[src/design/dpq_pkg.sv]
// Package for the descending priority queue.
// Holds the command and status codes, the stored entry and the result record.
// No dependencies.
`default_nettype none

package dpq_pkg;

    localparam int OCC_W  = 5;
    localparam int DATA_W = 32;

    typedef enum logic {
        CMD_INSERT = 1'b0,
        CMD_REMOVE = 1'b1
    } cmd_t;

    typedef enum logic [1:0] {
        STS_INSERTED = 2'd0,
        STS_REMOVED  = 2'd1,
        STS_EMPTY    = 2'd2,
        STS_FULL     = 2'd3
    } status_t;

    typedef enum logic [1:0] {
        SQ_IDLE,
        SQ_REM,
        SQ_INS_RD,
        SQ_INS_CMP
    } seq_state_t;

    typedef struct packed {
        logic signed [DATA_W-1:0] prio;
        logic signed [DATA_W-1:0] elem;
    } entry_t;

    typedef struct packed {
        status_t                  status;
        logic signed [DATA_W-1:0] element;
        logic signed [DATA_W-1:0] priority_val;
        logic [OCC_W-1:0]         occupancy;
    } result_t;

endpackage

`default_nettype wire

[src/design/dpq_if.sv]
// Channel interfaces for the descending priority queue.
// Request carries a command and an entry, response carries the outcome.
// No dependencies.
`default_nettype none

interface dpq_req_if;
    logic               valid;
    logic               ready;
    logic               command;
    logic signed [31:0] element;
    logic signed [31:0] priority_req;

    modport source (output valid, command, element, priority_req, input ready);
    modport sink   (input valid, command, element, priority_req, output ready);
endinterface

interface dpq_rsp_if;
    logic               valid;
    logic               ready;
    logic [1:0]         status;
    logic signed [31:0] removed_element;
    logic signed [31:0] removed_priority;
    logic [4:0]         occupancy;

    modport source (output valid, status, removed_element, removed_priority, occupancy,
                    input ready);
    modport sink   (input valid, status, removed_element, removed_priority, occupancy,
                    output ready);
endinterface

`default_nettype wire

[src/design/descending_priority_queue.sv]
// Descending priority queue: a bounded sorted store of DEPTH entries.
//
// Channels: req carries one item (command, element, priority_req); rsp returns
// one item per request (status, removed_element, removed_priority, occupancy).
// Both use valid/ready; an item moves on a clock edge with both high.
//
// Entries sit in a ring in one memory, head first. A remove reads the head
// entry and advances the head pointer. An insert scans from the tail toward
// the head with one shared compare and ring address adder: each entry whose
// priority is not above the new one moves one slot back; each moved entry is
// first read from memory, then compared and written.
//
// One item is in work at a time: req.ready stays low until the response has
// been taken, so a stalled receiver holds the result and the queue.
//
// Reset empties the queue at once; memory contents are not cleared.
// Depends on dpq_pkg, dpq_if and dpq_seq.
`default_nettype none

module descending_priority_queue #(
    parameter int DEPTH = 16
) (
    input  wire logic  clk,
    input  wire logic  rst_n,
    dpq_req_if.sink    req,
    dpq_rsp_if.source  rsp
);
    import dpq_pkg::*;

    logic    busy_reg, busy_next;
    logic    start_reg, start_next;
    logic    out_valid_reg, out_valid_next;
    cmd_t    cmd_reg;
    entry_t  item_reg;
    result_t rsp_reg;

    logic    req_fire;
    logic    rsp_fire;
    logic    seq_done;
    result_t seq_result;

    dpq_seq #(.DEPTH(DEPTH)) u_seq (
        .clk       (clk),
        .rst_n     (rst_n),
        .start     (start_reg),
        .cmd       (cmd_reg),
        .new_entry (item_reg),
        .done      (seq_done),
        .result    (seq_result)
    );

    assign req.ready = !busy_reg && !out_valid_reg;
    assign req_fire  = req.valid && req.ready;
    assign rsp_fire  = rsp.valid && rsp.ready;

    always_comb
    begin
        start_next     = req_fire;
        busy_next      = busy_reg;
        out_valid_next = out_valid_reg;
        if (req_fire)
        begin
            busy_next = 1'b1;
        end
        if (seq_done)
        begin
            busy_next      = 1'b0;
            out_valid_next = 1'b1;
        end
        else if (rsp_fire)
        begin
            out_valid_next = 1'b0;
        end
    end

    always_ff @(posedge clk or negedge rst_n)
    begin
        if (!rst_n)
        begin
            busy_reg      <= 1'b0;
            start_reg     <= 1'b0;
            out_valid_reg <= 1'b0;
        end
        else
        begin
            busy_reg      <= busy_next;
            start_reg     <= start_next;
            out_valid_reg <= out_valid_next;
        end
    end

    // hold the request fields for the whole operation
    always_ff @(posedge clk)
    begin
        if (req_fire)
        begin
            cmd_reg       <= cmd_t'(req.command);
            item_reg.elem <= req.element;
            item_reg.prio <= req.priority_req;
        end
        if (seq_done)
        begin
            rsp_reg <= seq_result;
        end
    end

    assign rsp.valid            = out_valid_reg;
    assign rsp.status           = rsp_reg.status;
    assign rsp.removed_element  = rsp_reg.element;
    assign rsp.removed_priority = rsp_reg.priority_val;
    assign rsp.occupancy        = rsp_reg.occupancy;

    a_done_when_busy: assert property (@(posedge clk) disable iff (!rst_n)
        seq_done |-> busy_reg && !out_valid_reg)
        else $error("sequencer finished with no item in work");

    a_done_shows_result: assert property (@(posedge clk) disable iff (!rst_n)
        seq_done |=> rsp.valid && !busy_reg)
        else $error("finished item not presented");

    a_no_overlap: assert property (@(posedge clk) disable iff (!rst_n)
        !(busy_reg && out_valid_reg))
        else $error("new item started while a result waits");

    a_zero_data: assert property (@(posedge clk) disable iff (!rst_n)
        rsp.valid && (rsp_reg.status == STS_EMPTY || rsp_reg.status == STS_FULL)
        |-> rsp.removed_element == '0 && rsp.removed_priority == '0)
        else $error("data fields not zero on a rejected item");

endmodule

`default_nettype wire

[src/design/dpq_store.sv]
// Entry memory of the priority queue: one write port, one registered read port.
// Depends on dpq_pkg for the entry type.
`default_nettype none

module dpq_store #(
    parameter int DEPTH = 16
) (
    input  wire logic                         clk,
    input  wire logic                         rd_en,
    input  wire logic [$clog2(DEPTH)-1:0]     rd_addr,
    output dpq_pkg::entry_t                   rd_data,
    input  wire logic                         wr_en,
    input  wire logic [$clog2(DEPTH)-1:0]     wr_addr,
    input  wire dpq_pkg::entry_t              wr_data
);
    import dpq_pkg::*;

    entry_t mem [DEPTH];
    entry_t rd_data_reg;

    always_ff @(posedge clk)
    begin
        if (wr_en)
        begin
            mem[wr_addr] <= wr_data;
        end
        if (rd_en)
        begin
            rd_data_reg <= mem[rd_addr];
        end
    end

    assign rd_data = rd_data_reg;

endmodule

`default_nettype wire

[src/design/dpq_wrap_add.sv]
// Ring address unit: adds a logical position to the head pointer and wraps at DEPTH.
// Shared by the insert scan and the head advance of the sequencer. No dependencies.
`default_nettype none

module dpq_wrap_add #(
    parameter int DEPTH = 16
) (
    input  wire logic [$clog2(DEPTH)-1:0] base,
    input  wire logic [$clog2(DEPTH)-1:0] offset,
    output logic [$clog2(DEPTH)-1:0]      sum
);
    localparam int AW = $clog2(DEPTH);
    localparam logic [AW:0] DEPTH_W = (AW+1)'(DEPTH);

    logic [AW:0] raw;

    assign raw = {1'b0, base} + {1'b0, offset};
    assign sum = (raw >= DEPTH_W) ? AW'(raw - DEPTH_W) : raw[AW-1:0];

endmodule

`default_nettype wire

[src/design/dpq_seq.sv]
// Sequencer of the priority queue: keeps head, count and scan position,
// walks inserts from the tail toward the head one entry at a time.
// Depends on dpq_pkg, dpq_store and dpq_wrap_add.
`default_nettype none

module dpq_seq #(
    parameter int DEPTH = 16
) (
    input  wire logic             clk,
    input  wire logic             rst_n,
    input  wire logic             start,
    input  wire dpq_pkg::cmd_t    cmd,
    input  wire dpq_pkg::entry_t  new_entry,
    output logic                  done,
    output dpq_pkg::result_t      result
);
    import dpq_pkg::*;

    localparam int AW = $clog2(DEPTH);
    localparam int CW = $clog2(DEPTH + 1);
    localparam logic [CW-1:0] FULL_CNT = CW'(DEPTH);

    seq_state_t    state_reg, state_next;
    logic [CW-1:0] count_reg, count_next;
    logic [AW-1:0] head_reg, head_next;
    logic [AW-1:0] pos_reg, pos_next;

    logic          rd_en, wr_en;
    logic [AW-1:0] rd_addr, wr_addr;
    entry_t        rd_data, wr_data;
    logic [AW-1:0] offset;
    logic [AW-1:0] addr_sum;
    logic          shift_down;

    dpq_store #(.DEPTH(DEPTH)) u_store (
        .clk     (clk),
        .rd_en   (rd_en),
        .rd_addr (rd_addr),
        .rd_data (rd_data),
        .wr_en   (wr_en),
        .wr_addr (wr_addr),
        .wr_data (wr_data)
    );

    dpq_wrap_add #(.DEPTH(DEPTH)) u_addr (
        .base   (head_reg),
        .offset (offset),
        .sum    (addr_sum)
    );

    // the new entry passes every entry whose priority is not above its own
    assign shift_down = (rd_data.prio <= new_entry.prio);

    always_comb
    begin
        case (state_reg)
            SQ_INS_RD:  offset = pos_reg - AW'(1);
            SQ_INS_CMP: offset = pos_reg;
            SQ_REM:     offset = AW'(1);
            default:    offset = '0;
        endcase
    end

    // next state
    always_comb
    begin
        state_next = state_reg;
        case (state_reg)
            SQ_IDLE:
            begin
                if (start)
                begin
                    if (cmd == CMD_REMOVE)
                    begin
                        if (count_reg != '0)
                        begin
                            state_next = SQ_REM;
                        end
                    end
                    else if (count_reg != FULL_CNT)
                    begin
                        state_next = SQ_INS_RD;
                    end
                end
            end
            SQ_REM:
            begin
                state_next = SQ_IDLE;
            end
            SQ_INS_RD:
            begin
                state_next = (pos_reg == '0) ? SQ_IDLE : SQ_INS_CMP;
            end
            SQ_INS_CMP:
            begin
                state_next = shift_down ? SQ_INS_RD : SQ_IDLE;
            end
            default:
            begin
                state_next = SQ_IDLE;
            end
        endcase
    end

    // outputs: memory controls and result
    always_comb
    begin
        done    = 1'b0;
        result  = '{status: STS_INSERTED, element: '0, priority_val: '0,
                    occupancy: OCC_W'(count_reg)};
        rd_en   = 1'b0;
        rd_addr = head_reg;
        wr_en   = 1'b0;
        wr_addr = addr_sum;
        wr_data = rd_data;
        case (state_reg)
            SQ_IDLE:
            begin
                if (start)
                begin
                    if (cmd == CMD_REMOVE)
                    begin
                        if (count_reg == '0)
                        begin
                            done          = 1'b1;
                            result.status = STS_EMPTY;
                        end
                        else
                        begin
                            rd_en = 1'b1;
                        end
                    end
                    else if (count_reg == FULL_CNT)
                    begin
                        done          = 1'b1;
                        result.status = STS_FULL;
                    end
                end
            end
            SQ_REM:
            begin
                done                = 1'b1;
                result.status       = STS_REMOVED;
                result.element      = rd_data.elem;
                result.priority_val = rd_data.prio;
                result.occupancy    = OCC_W'(count_reg - CW'(1));
            end
            SQ_INS_RD:
            begin
                if (pos_reg == '0)
                begin
                    wr_en            = 1'b1;
                    wr_addr          = head_reg;
                    wr_data          = new_entry;
                    done             = 1'b1;
                    result.occupancy = OCC_W'(count_reg + CW'(1));
                end
                else
                begin
                    rd_en   = 1'b1;
                    rd_addr = addr_sum;
                end
            end
            SQ_INS_CMP:
            begin
                wr_en = 1'b1;
                if (!shift_down)
                begin
                    wr_data          = new_entry;
                    done             = 1'b1;
                    result.occupancy = OCC_W'(count_reg + CW'(1));
                end
            end
            default:
            begin
                done = 1'b0;
            end
        endcase
    end

    // head, count and scan position
    always_comb
    begin
        count_next = count_reg;
        head_next  = head_reg;
        pos_next   = pos_reg;
        case (state_reg)
            SQ_IDLE:
            begin
                if (start && cmd == CMD_INSERT)
                begin
                    pos_next = count_reg[AW-1:0];
                end
            end
            SQ_REM:
            begin
                count_next = count_reg - CW'(1);
                head_next  = addr_sum;
            end
            SQ_INS_RD:
            begin
                if (pos_reg == '0)
                begin
                    count_next = count_reg + CW'(1);
                end
            end
            SQ_INS_CMP:
            begin
                if (shift_down)
                begin
                    pos_next = pos_reg - AW'(1);
                end
                else
                begin
                    count_next = count_reg + CW'(1);
                end
            end
            default:
            begin
                pos_next = pos_reg;
            end
        endcase
    end

    always_ff @(posedge clk or negedge rst_n)
    begin
        if (!rst_n)
        begin
            state_reg <= SQ_IDLE;
            count_reg <= '0;
            head_reg  <= '0;
            pos_reg   <= '0;
        end
        else
        begin
            state_reg <= state_next;
            count_reg <= count_next;
            head_reg  <= head_next;
            pos_reg   <= pos_next;
        end
    end

endmodule

`default_nettype wire

[src/flat_wrapper.sv]
// flat-port wrapper written by rule: the top's interface ports become plain ports
module descending_priority_queue_flat import dpq_pkg::*;
#(
    parameter int DEPTH = 16
)
  (clk, rst_n, req_valid, req_command, req_element, req_priority_req, req_ready, rsp_valid, rsp_status, rsp_removed_element, rsp_removed_priority, rsp_occupancy, rsp_ready);
  dpq_req_if req_i ();
  dpq_rsp_if rsp_i ();
  input  wire logic clk;
  input  wire logic rst_n;
  input wire logic [$bits(req_i.valid)-1:0] req_valid;
  input wire logic [$bits(req_i.command)-1:0] req_command;
  input wire logic [$bits(req_i.element)-1:0] req_element;
  input wire logic [$bits(req_i.priority_req)-1:0] req_priority_req;
  output wire logic [$bits(req_i.ready)-1:0] req_ready;
  output wire logic [$bits(rsp_i.valid)-1:0] rsp_valid;
  output wire logic [$bits(rsp_i.status)-1:0] rsp_status;
  output wire logic [$bits(rsp_i.removed_element)-1:0] rsp_removed_element;
  output wire logic [$bits(rsp_i.removed_priority)-1:0] rsp_removed_priority;
  output wire logic [$bits(rsp_i.occupancy)-1:0] rsp_occupancy;
  input wire logic [$bits(rsp_i.ready)-1:0] rsp_ready;
  assign req_i.valid = req_valid;
  assign req_i.command = req_command;
  assign req_i.element = req_element;
  assign req_i.priority_req = req_priority_req;
  assign req_ready = req_i.ready;
  assign rsp_valid = rsp_i.valid;
  assign rsp_status = rsp_i.status;
  assign rsp_removed_element = rsp_i.removed_element;
  assign rsp_removed_priority = rsp_i.removed_priority;
  assign rsp_occupancy = rsp_i.occupancy;
  assign rsp_i.ready = rsp_ready;
  descending_priority_queue #(.DEPTH(DEPTH)) u_core (.clk(clk), .rst_n(rst_n), .req(req_i), .rsp(rsp_i));
endmodule
[config.mk]
export PLATFORM = sky130hd
export DESIGN_NAME = descending_priority_queue_flat
export DESIGN_NICKNAME = d
export VERILOG_FILES = /design/src/design/dpq_pkg.sv /design/src/design/dpq_if.sv /design/src/design/descending_priority_queue.sv /design/src/design/dpq_store.sv /design/src/design/dpq_wrap_add.sv /design/src/design/dpq_seq.sv /design/src/flat_wrapper.sv
export SDC_FILE = /design/constraint.sdc
export NUM_CORES = 1
export LEC_CHECK = 0
export BUFFER_PORTS_ARGS = -buffer_cell sky130_fd_sc_hd__buf_2
export CAP_MARGIN = 20
export CORE_ASPECT_RATIO = 1.4
export CORE_MARGIN = 1.5
export CORE_UTILIZATION = 53
export CTS_BUF_LIST = sky130_fd_sc_hd__clkbuf_8
export CTS_CLUSTER_DIAMETER = 60
export DETAILED_ROUTE_END_ITERATION = 7
export GPL_TIMING_DRIVEN = 0
export MAX_ROUTING_LAYER = met4
export PLACE_DENSITY_LB_ADDON = 0.25
export SETUP_SLACK_MARGIN = 0.02
export SYNTH_ARGS = -nofsm -noshare
export SYNTH_HDL_FRONTEND = slang
export SYNTH_SLANG_ARGS = --single-unit
[constraint.sdc]
create_clock -name clk -period 10 [get_ports clk]
set_input_delay 1 -clock clk [delete_from_list [all_inputs] [get_ports clk]]
set_output_delay 1 -clock clk [all_outputs]
set_load 0.01 [all_outputs]
==> results of run 1 <==
==> worst max-delay path: cells and delay by family (launching register included) <==
kind,cells,cell delay (ps)
muxes,3,720
adders and majority gates,1,250
DFF,1,430
AOI/OAI and AO/OA,1,270
buffers and inverters,6,2870
xor gates and xnor gates,1,270
and+or+nand+nor,2,300
==> Yosys cell counts, types with 15 or more instances <==
cell type and n:
inv_1 44, nand3_1 74, nor2_1 38, nand2_1 99, o21ai_0 78, buf_4 15, ha_1 39, buf_1 15
a21oi_1 25, buf_2 40, and2_1 68, mux4_2 254, edfxtp_1 1224, dfrtp_1 18, clkbuf_1 47, mux2i_1 203
==> path summary, 6_finish.rpt <==
kind                                                    end  slack [ps]  cells after the start
min in group clk                        u_core.item_reg[17]         320                      1
hold / removal                      u_core.u_seq.pos_reg[0]          80                      1
max in group asynchronous          u_core.u_seq.head_reg[2]        9590                      1
hold reg to reg                             u_core.busy_reg         500                      1
setup / recovery           u_core.u_seq.u_store.rd_data[52]        4610                     14
setup reg to reg           u_core.u_seq.u_store.rd_data[52]        4610                     14
==> metal layers <==
metal,share of wire,GRT usage,vias up
met5,0,-,-
met4,0.033,0.0970,0
met3,0.079,0.0572,235
met2,0.51,0.442,1261
met1,0.37,0.327,13077
li1,-,-,10507
==> layout make-up <==
| cell class | instances | share of cell area |
|---|---|---|
| Antenna cell | 2 | 0.0000896 |
| Buffer | 122 | 0.0105 |
| Clock buffer | 185 | 0.0456 |
| Clock inverter | 126 | 0.0134 |
| Inverter | 44 | 0.00296 |
| Multi-Input combinational cell | 958 | 0.194 |
| Sequential cell | 1242 | 0.666 |
| Tap cell | 1197 | 0.0268 |
| Timing Repair Buffer | 256 | 0.0407 |
==> kinds of logic (layout without fill, tap and decap cells) <==
family / count (synthesis) / count (layout) / synth area share
buffers and inverters: 166 / 733 / 0.0155
other: 0 / 2 / 0
AOI/OAI and AO/OA: 138 / 138 / 0.0168
and+or+nand+nor: 313 / 313 / 0.0317
xor gates and xnor gates: 9 / 9 / 0.00162
adders and majority gates: 40 / 40 / 0.0104
DFF: 1242 / 1242 / 0.764
muxes: 458 / 458 / 0.160
==> power groups by stage <==
| stage | Clock [mW] | Sequential [mW] | Combinational, mW |
|---|---|---|---|
| after detailed placement | 0 | 7.51 | 5.62 |
| after CTS | 3.84 | 7.41 | 5.64 |
| after global placement | 0 | 7.64 | 5.15 |
| after floorplan | 0 | 7.55 | 3.53 |
| final | 3.79 | 7.42 | 5.62 |
| after global routing | 4.05 | 7.45 | 6.01 |
==> metrics by stage <==
stage / hold slack, ps / power [mW] / area [um2]
floorplan: 471 / 11.1 / 48700
global placement: 482 / 12.8 / 50900
detailed placement: 488 / 13.1 / 52600
CTS: 15.0 / 16.9 / 55900
global route: 50.1 / 17.5 / 55900
finish: 80.3 / 16.8 / 55900
==> impl_metrics.json, run 1 <==
{
  "utilization": 0.613,
  "clkSinkCount": 1242,
  "area_delta_synth_final_pct": 14.8,
  "portBuffers": 141,
  "postRouteAntennaNets": 0,
  "place_hpwl_um": 76500,
  "grt_pass1_wl_um": 172000,
  "p_clk_frac": 0.225,
  "num_vias": 25080,
  "status": "complete, but fails checks",
  "cp-end-kind": "flop",
  "die_x_um": 259,
  "synth_area_um2": 48700,
  "final_common_cell": "edfxtp_1",
  "dieArea_um2": 93700,
  "synth.area.top_cells": "edfxtp_1 76%, mux4_2 12%, mux2i_1 4.2%",
  "fin_nets": 2910,
  "min_period_ps": 5390,
  "grt_usage": 0.268,
  "post_cts_buffers": 0,
  "synthCells": 2366,
  "ys_types": 57,
  "fill_cells": 6432,
  "finalNonFillerCells": 4132,
  "start_kind": "flop",
  "cp_max_fo": 10,
  "drive_gt1_frac": 0.280,
  "io_pins": 142,
  "largest_reg_flops": 1024,
  "firstDrtPassIters": 8,
  "relSlewSlack": 0.248,
  "vias_per_cell": 6.07,
  "yosys_warnings": 0,
  "regToRegStartpoint": "u_core.u_seq.state_reg[1]",
  "hold_viol_final": 0,
  "tns_ps": 0,
  "finalWorstSetupSlack_ps": 4610,
  "cp_cell_sequence": "clkbuf_1 > clkbuf_1 > buf_6 > clkbuf_1 > and2_1 > ha_1 > xnor2_1 > nand2_1 > o21ai_0 > buf_2 > clkbuf_1 > mux4_2 > mux2i_1 > mux2i_1",
  "synth_flop_cell": "edfxtp_1",
  "cp_common_cell": "clkbuf_1",
  "holdBufCountCts": 0,
  "first_iter_violations": 2683,
  "final_cell_mix": "1,224 x edfxtp_1, 254 x mux4_2, 217 x buf_2",
  "cts-root-buf": "clkbuf_8",
  "overflow": 0,
  "regArea_um2": 37200,
  "drc": 1,
  "place_inst": 3817,
  "cpMaxStageDelayCell": "clkbuf_1",
  "cts_tree": "yes",
  "yosysTopAreaCell": "edfxtp_1",
  "clk_pin_slew_worst_paths_ps": 70,
  "holdCritPathClass": "primary input to asynchronous set/reset pin",
  "seq_power_share": 0.441,
  "tightest_slew_ps": 1130,
  "synth_edf_count": 1224,
  "slew_violations": 0,
  "combPwrFrac": 0.334,
  "crit_arrival_ps": 5970,
  "rows": 131,
  "clk_latency_ps": 860,
  "power_density_nw_per_um2": 301,
  "fmax_mhz": 185,
  "clock_skew_ps": 46.7,
  "sw_frac_of_total": 0.330,
  "cts_max_level": 4,
  "vdd_drop_max_v": 0.000183,
  "gp_congestion": 0.824,
  "grt_max_degree": 37,
  "async_flop_share": 0.0145,
  "critPathKind": "flop to flop",
  "p_int_mw": 11.3,
  "synth_nets": 2475,
  "antenna_found_initial": 4,
  "synth_top_area_frac": 0.755,
  "cts_buffers": 177,
  "finalWirelength_um": 119000,
  "multiInputGateArea_um2": 10800,
  "core_um2": 91100,
  "leakagePower_nw": 19.9,
  "wl_per_cell_um": 28.8,
  "ctsResizeCount": 0,
  "rsz0062_at_grt": "false",
  "dp_worst_setup_slack_ps": 4350,
  "grt_pass1_vias": 26143,
  "period_share": 0.539,
  "yosysSeqAreaShare": 0.764,
  "initial_core_util": 0.534,
  "switching_power_mw": 5.55,
  "setup_violations": 0,
  "cp.required_ps": 10570,
  "crit_start": "u_core.u_seq.state_reg[1]",
  "fp.dieH_um": 362,
  "synth.avg_cell_area_um2": 20.6,
  "maxCapViolCount": 0,
  "clockBufferDepth": 3,
  "critPathMaxStageDelay_ps": 820,
  "violations": "design-rule violations",
  "ys_ff_latch": 1242
}
Note: power is estimated with default switching activity, not from simulation.
==> run 2, diff against run 1 <==
==> constraint.sdc (replaced) <==
create_clock -name clk -period 5.6 [get_ports clk]
set_input_delay 0.56 -clock clk [delete_from_list [all_inputs] [get_ports clk]]
set_output_delay 0.56 -clock clk [all_outputs]
set_load 0.01 [all_outputs]
==> run 2 against run 1 <==
Against the previous run:
- the flow now finishes without violations
- clock power rose by 91%
- worst setup slack got worse by 4400 ps
- clock skew fell by 12 ps
- via count increased by 1.8%
- sequential share of layout area fell by 1.1 points
- core utilization is 1.1 points higher
- sequential cell count did not move
- final cell count increased by 1.9%
- final area up 1.7%
- fmax grew 0.26%
- critical endpoint is now u_core.u_seq.u_store.mem[4][27]
- largest power group unchanged
==> impl_metrics.json, run 2 (synthesis results as in run 1) <==
{
  "grt_util_met3": 0.0526,
  "cts-root-buf": "clkbuf_8",
  "power_mw": 30.6,
  "path_depth": 14,
  "cts_max_level": 4,
  "holdCritPathClass": "primary input to asynchronous set/reset pin",
  "postRouteAntennaNets": 0,
  "maxCapViolCount": 0,
  "dp_worst_setup_slack_ps": 263,
  "critPathTopFamily": "buffers and inverters",
  "grt_usage": 0.270,
  "status": "completed",
  "gp_congestion": 0.867,
  "cp_cell_sequence": "clkbuf_1 > clkbuf_1 > clkbuf_1 > and2_1 > ha_1 > a21o_1 > a21oi_1 > xnor2_1 > xnor2_1 > mux2i_1 > nand2_1 > nor2_4 > buf_12 > buf_16",
  "firstDrtPassIters": 5,
  "fmax_mhz": 186,
  "ctsResizeCount": 0,
  "finalWirelength_um": 121000,
  "p_int_mw": 20.6,
  "clk_pin_slew_worst_paths_ps": 60,
  "antenna_found_initial": 1,
  "cts_buffers": 180,
  "rows": 131,
  "min_period_ps": 5380,
  "relSlewSlack": 0.188,
  "setup_violations": 0,
  "p_clk_frac": 0.236,
  "cpMaxStageDelayCell": "nor2_4",
  "vias_per_cell": 6.06,
  "critPathKind": "flop to flop",
  "grt_pass1_vias": 26598,
  "hold_ws_ps": 181,
  "dieArea_um2": 93700,
  "die_x_um": 259,
  "tightest_slew_ps": 1210,
  "met2_usage": 0.445,
  "first_iter_violations": 2523,
  "drive_gt1_frac": 0.276,
  "cp-end-kind": "flop",
  "initial_core_util": 0.534,
  "largest_reg_flops": 1024,
  "utilization": 0.624,
  "place_hpwl_um": 77800,
  "overflow": 0,
  "io_pins": 142,
  "clockBufferDepth": 3,
  "sw_frac_of_total": 0.328,
  "final_common_cell": "edfxtp_1",
  "clock_skew_ps": 35.1,
  "finalWorstSetupSlack_ps": 219,
  "finalNonFillerCells": 4212,
  "wl_per_cell_um": 28.6,
  "clkSinkCount": 1242,
  "rsz0062_at_grt": "true",
  "start_kind": "flop",
  "cp_common_cell": "clkbuf_1",
  "portBuffers": 141,
  "leakagePower_nw": 20.3,
  "period_share": 0.961,
  "grt_max_degree": 38,
  "cts_tree": "yes",
  "fin_nets": 2978,
  "area_delta_synth_final_pct": 16.8,
  "drc": 0,
  "gr-usage-met1": 0.331,
  "cp_max_fo": 18,
  "critPathMaxStageDelay_ps": 830,
  "power_density_nw_per_um2": 538,
  "core_um2": 91100,
  "combPwrFrac": 0.331,
  "grt-busiest-layer": "met2",
  "r2r_cells": 14,
  "switching_power_mw": 10.0,
  "final_cell_mix": "1,224 x edfxtp_1, 254 x mux4_2, 217 x buf_2",
  "clk_latency_ps": 880,
  "fill_cells": 6339,
  "num_vias": 25539,
  "slew_violations": 0,
  "seq_power_share": 0.433,
  "vdd_drop_max_v": 0.000250,
  "cp.required_ps": 6160,
  "hold_viol_final": 0,
  "fp.dieH_um": 362,
  "place_inst": 3815,
  "grt_pass1_wl_um": 174000,
  "crit_buf_inv": 5,
  "crit_arrival_ps": 5940
}
==> run 2: changes by cell type in the layout (fill, tap and decap cells not counted), moves of 5 or more <==
cell           change
dlygate4sd3_1     +67
inv_1              +5
buf_16             -5
bufinv_16          +8
buf_6              -8
buf_12             +8
==> run 2: final cells by class <==
cell class	instances	area (um2)	share of cell area
buffer	122	589	0.0104
timing repair buffer	320	2920	0.0514
inverter	44	165	0.00291
clock buffer	182	2500	0.0441
tap	1197	1500	0.0264
multi-input combinational	959	10900	0.191
clock inverter	144	1080	0.0191
antenna	2	5.00	0.0000881
sequential	1242	37200	0.655
==> run 2: stage by stage <==
stage | TNS (ps) | area, um2
finish | 0 | 56800
global route | 0 | 56800
CTS | 0 | 56800
detailed placement | 0 | 52600
global placement | -4434050 | 50900
floorplan | -74940 | 48700
==> run 2: repair_timing <==
item,4_1_cts,5_1_grt
buffers inserted,0,0
endpoints found under the setup margin,0,11
hold endpoints to repair,84,0
hold buffers,67,0
==> run 2: power groups by stage <==
stage	sequential (mW)	clock (mW)	combinational, mW
6_report	13.2	7.22	10.1
5_1_grt	13.3	7.72	10.8
4_1_cts	13.2	7.33	10.1
3_5_place_dp	13.4	0	10.1
3_3_place_gp	13.6	0	9.20
2_1_floorplan	13.4	0	6.31
==> run 2: final timing paths <==
check,startpoint,endpoint,slack [ps]
setup / recovery,u_core.u_seq.state_reg[1],u_core.u_seq.u_store.mem[4][27],220
hold / removal,rst_n,u_core.u_seq.state_reg[0],180
setup reg to reg,u_core.u_seq.state_reg[1],u_core.u_seq.u_store.mem[4][27],220
hold reg to reg,u_core.busy_reg,u_core.busy_reg,500
max in group asynchronous,rst_n,u_core.u_seq.pos_reg[2],5090
min in group clk,req_valid,u_core.start_reg,190
==> run 2: worst reg2reg max path: stages (launching register included) <==
cell and delay, ps:
dfrtp_1 440, clkbuf_1 380, clkbuf_1 510, clkbuf_1 530
and2_1 260, ha_1 240, a21o_1 150, a21oi_1 210
xnor2_1 220, xnor2_1 180, mux2i_1 230, nand2_1 390
nor2_4 830, buf_12 290, buf_16 210
==> run 2: metal layers <==
metal | routed length (um) | vias to the layer above
li1 | - | 10661
met1 | 44900 | 13351
met2 | 62400 | 1272
met3 | 9080 | 255
met4 | 4190 | 0
met5 | 0 | -
